### src/hw/rtl/glr_pkg.sv
// Shared constants for the gcd/lcm list reducer.
// No dependencies; used by every module in hw/rtl.
`default_nettype none
package glr_pkg;

	// Width of the running accumulator and of every arithmetic unit
	localparam int ACC_BITS = 63;

	// Default width of the two's complement operand as seen by the block
	localparam int DEFAULT_VALUE_BITS = 64;

	// Largest value that fits the accumulator
	localparam logic [ACC_BITS-1:0] ACC_MAX = {ACC_BITS{1'b1}};

	// List operation codes
	localparam logic OP_GCD = 1'b0;
	localparam logic OP_LCM = 1'b1;

endpackage
`default_nettype wire

### src/hw/rtl/glr_gcd.sv
// Binary (shift and subtract) gcd unit, one step per cycle.
// Depends on glr_pkg for the default width.
`default_nettype none
module glr_gcd #(
	parameter int WIDTH = glr_pkg::ACC_BITS
) (
	input  wire logic             clk,
	input  wire logic             arst_n,
	input  wire logic             start,
	input  wire logic [WIDTH-1:0] a_in,
	input  wire logic [WIDTH-1:0] b_in,
	output logic                  done,
	output logic [WIDTH-1:0]      gcd_out
);

	localparam int KW = $clog2(WIDTH);

	logic             busy_q;
	logic             done_q;
	logic [WIDTH-1:0] a_q;
	logic [WIDTH-1:0] b_q;
	logic [KW-1:0]    k_q;
	logic [WIDTH-1:0] g_q;
	logic             finish;

	// One operand has reached zero: the other, rescaled, is the gcd
	assign finish = busy_q && ((a_q == '0) || (b_q == '0));

	// Control
	always_ff @(posedge clk or negedge arst_n) begin
		if (!arst_n) begin
			busy_q <= 1'b0;
			done_q <= 1'b0;
		end else begin
			done_q <= 1'b0;
			if (start) begin
				busy_q <= 1'b1;
			end else if (finish) begin
				busy_q <= 1'b0;
				done_q <= 1'b1;
			end
		end
	end

	// Datapath: strip shared twos, strip single twos, subtract smaller from larger
	always_ff @(posedge clk) begin
		if (start) begin
			a_q <= a_in;
			b_q <= b_in;
			k_q <= '0;
		end else if (busy_q) begin
			if (a_q == '0) begin
				g_q <= b_q << k_q;
			end else if (b_q == '0) begin
				g_q <= a_q << k_q;
			end else if (!a_q[0] && !b_q[0]) begin
				a_q <= a_q >> 1;
				b_q <= b_q >> 1;
				k_q <= k_q + 1'b1;
			end else if (!a_q[0]) begin
				a_q <= a_q >> 1;
			end else if (!b_q[0]) begin
				b_q <= b_q >> 1;
			end else if (a_q >= b_q) begin
				a_q <= a_q - b_q;
			end else begin
				b_q <= b_q - a_q;
			end
		end
	end

	assign done    = done_q;
	assign gcd_out = g_q;

endmodule
`default_nettype wire

### src/hw/rtl/glr_divider.sv
// Restoring divider, one quotient bit per cycle.
// Depends on glr_pkg for the default width. Divisor must be nonzero.
`default_nettype none
module glr_divider #(
	parameter int WIDTH = glr_pkg::ACC_BITS
) (
	input  wire logic             clk,
	input  wire logic             arst_n,
	input  wire logic             start,
	input  wire logic [WIDTH-1:0] num,
	input  wire logic [WIDTH-1:0] den,
	output logic                  done,
	output logic [WIDTH-1:0]      quot
);

	localparam int CW = $clog2(WIDTH);

	logic             busy_q;
	logic             done_q;
	logic [CW-1:0]    cnt_q;
	logic [WIDTH-1:0] n_q;
	logic [WIDTH-1:0] d_q;
	logic [WIDTH-1:0] r_q;
	logic [WIDTH:0]   trial;
	logic [WIDTH:0]   diff;
	logic             ge;

	// Shift in the next dividend bit and try the subtract
	assign trial = {r_q, n_q[WIDTH-1]};
	assign diff  = trial - {1'b0, d_q};
	assign ge    = trial >= {1'b0, d_q};

	// Control
	always_ff @(posedge clk or negedge arst_n) begin
		if (!arst_n) begin
			busy_q <= 1'b0;
			done_q <= 1'b0;
			cnt_q  <= '0;
		end else begin
			done_q <= 1'b0;
			if (start) begin
				busy_q <= 1'b1;
				cnt_q  <= CW'(WIDTH - 1);
			end else if (busy_q) begin
				cnt_q <= cnt_q - 1'b1;
				if (cnt_q == '0) begin
					busy_q <= 1'b0;
					done_q <= 1'b1;
				end
			end
		end
	end

	// Datapath: quotient bits shift into the dividend register
	always_ff @(posedge clk) begin
		if (start) begin
			n_q <= num;
			d_q <= den;
			r_q <= '0;
		end else if (busy_q) begin
			r_q <= ge ? diff[WIDTH-1:0] : trial[WIDTH-1:0];
			n_q <= {n_q[WIDTH-2:0], ge};
		end
	end

	assign done = done_q;
	assign quot = n_q;

endmodule
`default_nettype wire

### src/hw/rtl/glr_multiplier.sv
// Shift-and-add multiplier, MSB first, one multiplier bit per cycle.
// Flags any product that does not fit WIDTH bits. Depends on glr_pkg.
`default_nettype none
module glr_multiplier #(
	parameter int WIDTH = glr_pkg::ACC_BITS
) (
	input  wire logic             clk,
	input  wire logic             arst_n,
	input  wire logic             start,
	input  wire logic [WIDTH-1:0] mul_a,
	input  wire logic [WIDTH-1:0] mul_b,
	output logic                  done,
	output logic [WIDTH-1:0]      prod,
	output logic                  ovf
);

	localparam int CW = $clog2(WIDTH);

	logic             busy_q;
	logic             done_q;
	logic [CW-1:0]    cnt_q;
	logic [WIDTH-1:0] a_q;
	logic [WIDTH-1:0] b_q;
	logic [WIDTH-1:0] p_q;
	logic             ovf_q;
	logic [WIDTH+1:0] step_sum;

	// Partial product doubled plus the multiplicand when the current bit is set
	assign step_sum = {1'b0, p_q, 1'b0} + (WIDTH+2)'(a_q[WIDTH-1] ? b_q : '0);

	// Control
	always_ff @(posedge clk or negedge arst_n) begin
		if (!arst_n) begin
			busy_q <= 1'b0;
			done_q <= 1'b0;
			cnt_q  <= '0;
		end else begin
			done_q <= 1'b0;
			if (start) begin
				busy_q <= 1'b1;
				cnt_q  <= CW'(WIDTH - 1);
			end else if (busy_q) begin
				cnt_q <= cnt_q - 1'b1;
				if (cnt_q == '0) begin
					busy_q <= 1'b0;
					done_q <= 1'b1;
				end
			end
		end
	end

	// Datapath: once the partial product leaves WIDTH bits the flag sticks
	always_ff @(posedge clk) begin
		if (start) begin
			a_q   <= mul_a;
			b_q   <= mul_b;
			p_q   <= '0;
			ovf_q <= 1'b0;
		end else if (busy_q) begin
			a_q <= a_q << 1;
			p_q <= step_sum[WIDTH-1:0];
			if (step_sum[WIDTH+1:WIDTH] != 2'b00) begin
				ovf_q <= 1'b1;
			end
		end
	end

	assign done = done_q;
	assign prod = p_q;
	assign ovf  = ovf_q;

endmodule
`default_nettype wire

### src/hw/rtl/gcd_lcm_list_reducer.sv
// Folds a stream of signed values into their gcd or lcm, one result per list.
// From accept to ready: a list start passes ST_FIN; a gcd step adds ST_GCD (binary gcd,
// one shift or subtract a cycle); an lcm step adds a division (ST_DIV) and a multiply (ST_MUL).
// One transaction is in work at a time; a list end also waits for a free output register.
// Reset (arst_n, asynchronous, active low) clears the accumulator, mode and overflow flag.
// Depends on glr_pkg, glr_gcd, glr_divider, glr_multiplier.
`default_nettype none
module gcd_lcm_list_reducer #(
	parameter int VALUE_BITS = glr_pkg::DEFAULT_VALUE_BITS
) (
	input  wire logic        clk,
	input  wire logic        arst_n,
	input  wire logic        s_axis_tvalid,
	output logic             s_axis_tready,
	input  wire logic [63:0] s_axis_tdata,  // operand[63:0]
	input  wire logic [1:0]  s_axis_tuser,  // operation[0], first_item[1]
	input  wire logic        s_axis_tlast,  // last_item
	output logic             m_axis_tvalid,
	input  wire logic        m_axis_tready,
	output logic [63:0]      m_axis_tdata,  // result[62:0], zero pad[63]
	output logic             m_axis_tuser   // overflow
);

	localparam int W = glr_pkg::ACC_BITS;

	typedef enum logic [4:0] {
		ST_IDLE = 5'b00001,
		ST_GCD  = 5'b00010,
		ST_DIV  = 5'b00100,
		ST_MUL  = 5'b01000,
		ST_FIN  = 5'b10000
	} state_t;

	state_t state_q;

	logic [W-1:0] acc_q;
	logic         mode_q;
	logic         ovf_seen_q;
	logic [W-1:0] v_q;
	logic         last_q;
	logic         out_valid_q;
	logic [W-1:0] out_result_q;
	logic         out_ovf_q;

	logic [VALUE_BITS-1:0] raw;
	logic [VALUE_BITS-1:0] mag;
	logic [63:0]           mag_ext;
	logic [W-1:0]          v_in;
	logic                  in_xact;
	logic                  in_first;
	logic                  in_op;

	logic         gcd_start;
	logic         gcd_done;
	logic [W-1:0] gcd_val;
	logic         div_start;
	logic         div_done;
	logic [W-1:0] div_quot;
	logic         mul_done;
	logic [W-1:0] mul_prod;
	logic         mul_ovf;
	logic         fin_load;

	// Operand magnitude, clamped to the accumulator range
	assign raw     = s_axis_tdata[VALUE_BITS-1:0];
	assign mag     = raw[VALUE_BITS-1] ? (~raw + 1'b1) : raw;
	assign mag_ext = 64'(mag);
	assign v_in    = mag_ext[63] ? glr_pkg::ACC_MAX : mag_ext[W-1:0];

	assign in_op    = s_axis_tuser[0];
	assign in_first = s_axis_tuser[1];

	assign s_axis_tready = (state_q == ST_IDLE);
	assign in_xact       = s_axis_tvalid && s_axis_tready;

	// Unit starts
	assign gcd_start = in_xact && !in_first;
	assign div_start = (state_q == ST_GCD) && gcd_done && (mode_q == glr_pkg::OP_LCM)
		&& (gcd_val != '0);
	assign fin_load  = (state_q == ST_FIN) && last_q && (!out_valid_q || m_axis_tready);

	glr_gcd #(
		.WIDTH(W)
	) u_gcd (
		.clk     (clk),
		.arst_n  (arst_n),
		.start   (gcd_start),
		.a_in    (acc_q),
		.b_in    (v_in),
		.done    (gcd_done),
		.gcd_out (gcd_val)
	);

	glr_divider #(
		.WIDTH(W)
	) u_div (
		.clk    (clk),
		.arst_n (arst_n),
		.start  (div_start),
		.num    (acc_q),
		.den    (gcd_val),
		.done   (div_done),
		.quot   (div_quot)
	);

	glr_multiplier #(
		.WIDTH(W)
	) u_mul (
		.clk    (clk),
		.arst_n (arst_n),
		.start  (div_done),
		.mul_a  (div_quot),
		.mul_b  (v_q),
		.done   (mul_done),
		.prod   (mul_prod),
		.ovf    (mul_ovf)
	);

	// Sequencer and list state
	always_ff @(posedge clk or negedge arst_n) begin
		if (!arst_n) begin
			state_q    <= ST_IDLE;
			acc_q      <= '0;
			mode_q     <= glr_pkg::OP_GCD;
			ovf_seen_q <= 1'b0;
			last_q     <= 1'b0;
		end else begin
			case (state_q)
				ST_IDLE: begin
					if (in_xact) begin
						last_q <= s_axis_tlast;
						if (in_first) begin
							acc_q      <= v_in;
							mode_q     <= in_op;
							ovf_seen_q <= 1'b0;
							state_q    <= ST_FIN;
						end else begin
							state_q <= ST_GCD;
						end
					end
				end
				ST_GCD: begin
					if (gcd_done) begin
						if (mode_q == glr_pkg::OP_GCD) begin
							acc_q   <= gcd_val;
							state_q <= ST_FIN;
						end else if (gcd_val == '0) begin
							acc_q   <= '0;
							state_q <= ST_FIN;
						end else begin
							state_q <= ST_DIV;
						end
					end
				end
				ST_DIV: begin
					if (div_done) begin
						state_q <= ST_MUL;
					end
				end
				ST_MUL: begin
					if (mul_done) begin
						if (mul_ovf) begin
							acc_q      <= glr_pkg::ACC_MAX;
							ovf_seen_q <= 1'b1;
						end else begin
							acc_q <= mul_prod;
						end
						state_q <= ST_FIN;
					end
				end
				ST_FIN: begin
					if (!last_q) begin
						state_q <= ST_IDLE;
					end else if (fin_load) begin
						acc_q      <= '0;
						mode_q     <= glr_pkg::OP_GCD;
						ovf_seen_q <= 1'b0;
						state_q    <= ST_IDLE;
					end
				end
				default: begin
					state_q <= ST_IDLE;
				end
			endcase
		end
	end

	// Magnitude kept for the multiply
	always_ff @(posedge clk) begin
		if (in_xact) begin
			v_q <= v_in;
		end
	end

	// Output register
	always_ff @(posedge clk or negedge arst_n) begin
		if (!arst_n) begin
			out_valid_q <= 1'b0;
		end else if (fin_load) begin
			out_valid_q <= 1'b1;
		end else if (m_axis_tready) begin
			out_valid_q <= 1'b0;
		end
	end

	always_ff @(posedge clk) begin
		if (fin_load) begin
			out_result_q <= acc_q;
			out_ovf_q    <= ovf_seen_q;
		end
	end

	assign m_axis_tvalid = out_valid_q;
	assign m_axis_tdata  = {1'b0, out_result_q};
	assign m_axis_tuser  = out_ovf_q;

endmodule
`default_nettype wire
### config.mk
export PLATFORM = sky130hd
export DESIGN_NAME = gcd_lcm_list_reducer
export DESIGN_NICKNAME = d
export VERILOG_FILES = /design/src/hw/rtl/glr_pkg.sv /design/src/hw/rtl/glr_gcd.sv /design/src/hw/rtl/glr_divider.sv /design/src/hw/rtl/glr_multiplier.sv /design/src/hw/rtl/gcd_lcm_list_reducer.sv
export SDC_FILE = /design/constraint.sdc
export NUM_CORES = 2
export LEC_CHECK = 0
export ABC_AREA = 0
export ABC_CLOCK_PERIOD_IN_PS = 7600
export BUFFER_PORTS_ARGS = -buffer_cell sky130_fd_sc_hd__buf_4
export CAP_MARGIN = 20
export CORE_MARGIN = 4
export CORE_UTILIZATION = 50
export CTS_BUF_LIST = sky130_fd_sc_hd__clkbuf_16
export CTS_CLUSTER_DIAMETER = 150
export DETAILED_ROUTE_END_ITERATION = 10
export HOLD_SLACK_MARGIN = 0.12
export MAX_ROUTING_LAYER = met4
export PLACE_DENSITY = 0.69
export RECOVER_POWER = 25
export SYNTH_ARGS = -nofsm -noshare
export SYNTH_HDL_FRONTEND = slang
export SYNTH_HIERARCHICAL = 1
export SYNTH_SLANG_ARGS = --single-unit
### constraint.sdc
create_clock -name clk -period 7.6 [get_ports clk]
set_input_delay 0.76 -clock clk [delete_from_list [all_inputs] [get_ports clk]]
set_output_delay 0.76 -clock clk [all_outputs]
set_load 0.02 [all_outputs]
# Word-level counts from Yosys, hierarchy flattened
# Cells that the tools add are included.
[classes]
n_addsub = 8
magnitude_cmp = 2
eq_ne = 20
shift = 2
mux = 78
n_bitwise = 4
n_reduce_logical = 44
[ops]
columns = ["cell", "n"]
rows = [
  ["$mux 63", 34],
  ["$pmux 63 s4", 1],
  ["$logic_not 63->1", 3],
  ["$sub 63x63->63", 3],
  ["$shl 63x6->63", 2],
  ["$add 64x65->65", 1],
  ["$add 64x1->64 const B", 1],
  ["$ge 64x63->1", 1],
  ["$mux 64", 1],
  ["$not 64->64", 1],
  ["$ge 63x63->1", 1],
  ["$reduce_bool 63->1", 1],
  ["$mux 5", 9],
  ["$mux 1", 26],
  ["$pmux 5 s5", 1],
  ["$mux 6", 4],
  ["$reduce_and 5->1", 4],
  ["$reduce_bool 2->1", 8],
  ["$logic_not 6->1", 2],
  ["$ne 2x1->1 const B", 6],
  ["$ne 4x4->1 const B", 3],
  ["$sub 6x1->6 const B", 2],
  ["$logic_and 1x1->1", 9],
  ["$ne 2x2->1 const B", 4],
  ["other kinds (20)", 30],
]
[totals]
register_bits = 791
inputBits = 71
out_inout_bits = 67
word_cells = 188

# Longest topological paths before layout
[logic_depth]
depth_word = 9
ltp_mapped = 16
ltp_nobuf = 15

# Hierarchy
# Netlist, hierarchy kept.
[by_module_without_submodules]
columns = ["module", "instances", "cells_each", "area_per_inst_um2"]
rows = [
  ["glr_gcd", 1, 2472, 20529.7],
  ["glr_divider", 1, 1239, 11961.5],
  ["glr_multiplier", 1, 1095, 11247.0],
  ["gcd_lcm_list_reducer", 1, 900, 9765.6],
]

# Worst setup path after synthesis
# No wires, ideal clock.
[synth_path]
path_type = "register -> register"
startpoint = "register state_q[1]"
endpoint = "register u_gcd.g_q[0] (netlist: u_gcd/gcd_out[0]), enable pin"
arrival_time_ns = 6.246
required_time_ns = 7.025
setup_slack_ns = 0.779
stages_incl_launch_ff = 10
path_buffers = 3
cell_sequence = "dfrtp_1 > nor3_1 > nand3b_1 > inv_1 > nand2_1 > nor2_1 > clkbuf_1 > clkbuf_1 > clkbuf_1 > nor3b_1"
[synth_between]
elab_chain_cells = 5
[synth_lines]
columns = ["item", "line", "rtl"]
rows = [
  ["start, declared", "gcd_lcm_list_reducer.sv:34", "state_t state_q;"],
  ["start signal, assigned", "gcd_lcm_list_reducer.sv:122", "state_q <= ST_IDLE;"],
  ["start signal, assigned", "gcd_lcm_list_reducer.sv:136", "state_q <= ST_FIN;"],
  ["start signal, assigned", "gcd_lcm_list_reducer.sv:138", "state_q <= ST_GCD;"],
  ["$eq 5x1->1", "gcd_lcm_list_reducer.sv:73", "assign s_axis_tready = (state_q == ST_IDLE);"],
  ["named net s_axis_tready", "gcd_lcm_list_reducer.sv:14", "output logic s_axis_tready,"],
  ["$logic_and 1x1->1", "gcd_lcm_list_reducer.sv:74", "assign in_xact = s_axis_tvalid && s_axis_tready;"],
  ["$logic_and 1x1->1", "gcd_lcm_list_reducer.sv:77", "assign gcd_start = in_xact && !in_first;"],
  ["named net gcd_start", "gcd_lcm_list_reducer.sv:53", "logic gcd_start;"],
  ["$not 1->1 (no line)", "-", ""],
  ["$reduce_and 3->1 (no line)", "-", ""],
  ["end signal, assigned", "glr_gcd.sv:53", "g_q <= b_q << k_q;"],
  ["end signal, assigned", "glr_gcd.sv:55", "g_q <= a_q << k_q;"],
  ["end, declared", "glr_gcd.sv:23", "logic [WIDTH-1:0] g_q;"],
]
# The timed path passes the listed nets, and every way through them passes these cells.
# A chain may end at the register's enable or synchronous reset.

# Worst setup path in the final report
[layout_path]
startpoint = "register u_div.done_q (netlist: u_div/done)"
endpoint = "register u_mul.a_q[12], data pin"
[layout_between]
elab_chain_cells = 1
[layout_lines]
columns = ["item", "line", "rtl"]
rows = [
  ["start, declared", "glr_divider.sv:19", "logic done_q;"],
  ["start signal, assigned", "glr_divider.sv:37", "done_q <= 1'b0;"],
  ["start signal, assigned", "glr_divider.sv:40", "done_q <= 1'b0;"],
  ["start signal, assigned", "glr_divider.sv:48", "done_q <= 1'b1;"],
  ["$mux 63", "glr_multiplier.sv:54", "if (start) begin"],
  ["end signal, assigned", "glr_multiplier.sv:55", "a_q <= mul_a;"],
  ["end signal, assigned", "glr_multiplier.sv:60", "a_q <= a_q << 1;"],
  ["end, declared", "glr_multiplier.sv:22", "logic [WIDTH-1:0] a_q;"],
]
# No other way between the ends.

==> results by group <==
Synth
  – Post-synth top area cell: edfxtp_1
  – Post-synthesis async set-or-reset flop share: roughly 11%
  – Synthesis-stage register bit count: 791
  – Sequential area share after synthesis: 41.1%
  – Cells after Synth: between 5,000 and 6,000
  – Syn_nets: 6,039
  – Synth cell count leaders: nand2_1 (594), edfxtp_1 (568), a21oi_1 (543)
  – Cell Area, Synth: 0.0535 mm2
  – Ys flop type: edfxtp_1
  – Synth top area share: a little under a third
  – Syn. warnings: 6
  – Count leader, synth: nand2_1
  – Synth area leaders: edfxtp_1 (32%), ha_1 (6.0%), a21oi_1 (5.1%), dfxtp_1 (5.0%), mux2i_1 (4.5%)
  – Number of enable flip-flop cells after synthesis: 568
  – Syn_area_per_cell: 9.38 um2
  – Netlist cell types: 119

Timing
  – Final Hold Fails: 0
  – Fin. max-slew vios: 222
  – Fmax: 162 MHz
  – Final Setup Violations: 0
  – Slew headroom: -203%
  – Fin worst setup slack: between 1000 and 1500 ps
  – Setup tns final: 0 ps
  – Final period util: 81.1%
  – Unrepaired setup endpoints after global routing: no
  – Clk_skew: about 71 ps
  – Fin crit period: slightly above 6000 ps
  – Slew @ Worst Pin: 4540 ps

Outcome
  – Failing checks: capacitance limit, slew limit
  – Status: finished, violations left

CTS
  – Longest Clk Path Bufs: 3
  – Clock transition at path regs: 70 ps
  – Post-cts resize count: 0
  – H-tree levels: 3
  – Hold-fix buffers, CTS: 1
  – Clock root cell: clkbuf_16
  – CTS tree: yes
  – CTS sink cnt: 791
  – Worst-Skew Late Latency: 720 ps
  – Post-CTS Setup Inserts: 0
  – CTS Buf Count: 89

Setup path
  – Worst reg2reg setup slack: roughly 1400 ps
  – Critical path arrival: ~6600 ps
  – Crit Path Category: reg -> reg
  – Crit path max fanout: 92
  – Worst R2R End: u_mul/a_q[12]
  – CP required: 7990 ps
  – Worst Setup EP: u_mul/a_q[12]
  – Crit path from: u_div/done
  – CP top delay family: buffers and inverters
  – CP peak stage delay: between 3000 and 4000 ps
  – Reg2reg path depth: 2
  – CP startpoint kind: flip-flop
  – Critical-path cell list: clkdlybuf4s25_1 > mux2_2
  – CP Capture Type: flip-flop
  – Slowest CP cell: clkdlybuf4s25_1
  – WP depth: 2
  – WP buf/inv: 1
  – Worst r2r src: u_div/done

Finish
  – Fill cell count: 9,677
  – Final instance area: 0.0583 mm2
  – Layout cells sized above 1: between 10% and 20%
  – Nets: 5,945
  – Fin util: 55.1%
  – Area Growth Syn to Fin: 8.94%

GRT
  – Largest net degree at the start of global routing: 121
  – GRT Util Overall: 37.4%
  – Antenna violations before repair: 28
  – First-pass GRT wire length: 302 mm
  – Gr ovfl total: 0
  – Vias in the first global route: 44,100

Die
  – DIE AREA: 0.112 mm2
  – I/O pin cnt: 138
  – Die Height: ~340 um
  – Core Footprint: 0.106 mm2
  – Starting Density: about half
  – Rows: 119
  – Die Wd: 335 um

Place
  – HPWL Detailed: roughly 160 mm
  – Pre-CTS WS: 2520 ps
  – PortBufs: 136
  – Gpl congestion: 1.05
  – Post-Place Cell Area: 0.0551 mm2

Detailed routing
  – Routed WL: 211 mm
  – Routed vias/inst: 6.61
  – DR DRC count: 0
  – ANT nets after route: 0
  – 1st-iter DRT viols: about 5,900
  – First-pass iteration count of the detailed router: 8
  – WL/cell: approximately 30 um
  – Vias: 47,000

Power and ir drop
  – IR drop worst, VDD: 0.301 mV
  – Leakage: 0.0227 uW
  – Pwr dens: 458 mW/mm2

Min path
  – HP Class: in -> reg

Job
  – Max-cap violations: 4
==> per-layer routing <==
metal / GRT usage (%) / wire length (um) / vias to the layer above
met5: - / 0 / -
met4: 18.1 / 12300 / 0
met3: 8.81 / 22700 / 507
met2: 54.3 / 90500 / 2789
met1: 49.3 / 85200 / 22800
li1: - / - / 20900
==> layout make-up <==
cell class                 count  area, um2  area share [%]
timing repair buffer         186       1290            2.22
multi-input combinational   4224      28800            49.4
clock buffer                  89       2230            3.82
sequential                   791      22000            37.7
tap                         1391       1740            2.99
inverter                     320       1200            2.06
antenna                       24       60.1           0.103
clock inverter                78       1000            1.72
==> cells by family (layout without fill, tap and decap cells) <==
kind of cell    Yosys count  after routing  synth area share (%)
mux                     372            372                  7.27
xor+xnor                276            276                  4.52
simple gates           1633           1633                  14.4
other cells               1             25               0.00701
buf+inv                 691            673                  5.30
compound gates         1680           1680                  21.3
fa+ha+maj               262            262                  6.18
flops                   791            791                  41.1
==> worst min-delay path by stage <==
stage,from,endpoint,slack [ps],depth (start not counted)
3_3_place_gp,v_q[29],u_mul/b_q[29],400,0
6_report,s_axis_tuser[0],mode_q,330,3
4_1_cts,s_axis_tuser[0],mode_q,300,3
3_5_place_dp,v_q[21],u_mul/b_q[21],400,0
2_1_floorplan,v_q[0],u_mul/b_q[0],400,0
5_1_grt,s_axis_tlast,last_q,310,2
==> worst register-to-register path, stage by stage (launching register included) <==
cell and delay (ps):
dfrtp_1 1580, clkdlybuf4s25_1 3550, mux2_2 730
==> stage by stage <==
step | total power [uW] | hold slack, ps | std cells
6_report | 26700 | 335 | 7103
5_1_grt | 27700 | 314 | 7099
4_1_cts | 26100 | 300 | 7079
3_5_place_dp | 21400 | 405 | 6911
3_3_place_gp | 21400 | 401 | 6909
2_1_floorplan | 16100 | 400 | 5706
==> power breakdown <==
part           switching, uW  leakage [uW]  total (uW)  internal [uW]
combinational           9570        0.0135       14300           4720
clock                   1980       0.00160        4740           2760
sequential              1700       0.00760        7680           5980
==> layout by cell type, fill, tap and decap left out, types with 87 or more instances in the layout <==
cell type  synthesis  layout
a21o_1           125     124
a21oi_1          543     543
and2_1            91      89
buf_4             15     149
clkbuf_16          0      89
dfrtp_1           89      87
dfxtp_1          133     130
edfxtp_1         568     568
ha_1             258     258
inv_1            315     328
mux2_2           133     133
mux2i_1          239     239
nand2_1          594     593
nand3_1           96      96
nand4_1           91      91
nor2_1           392     387
o21ai_0          294     294
xnor2_1          151     151
xor2_1           125     125
Note: power is estimated with default switching activity, not from simulation.
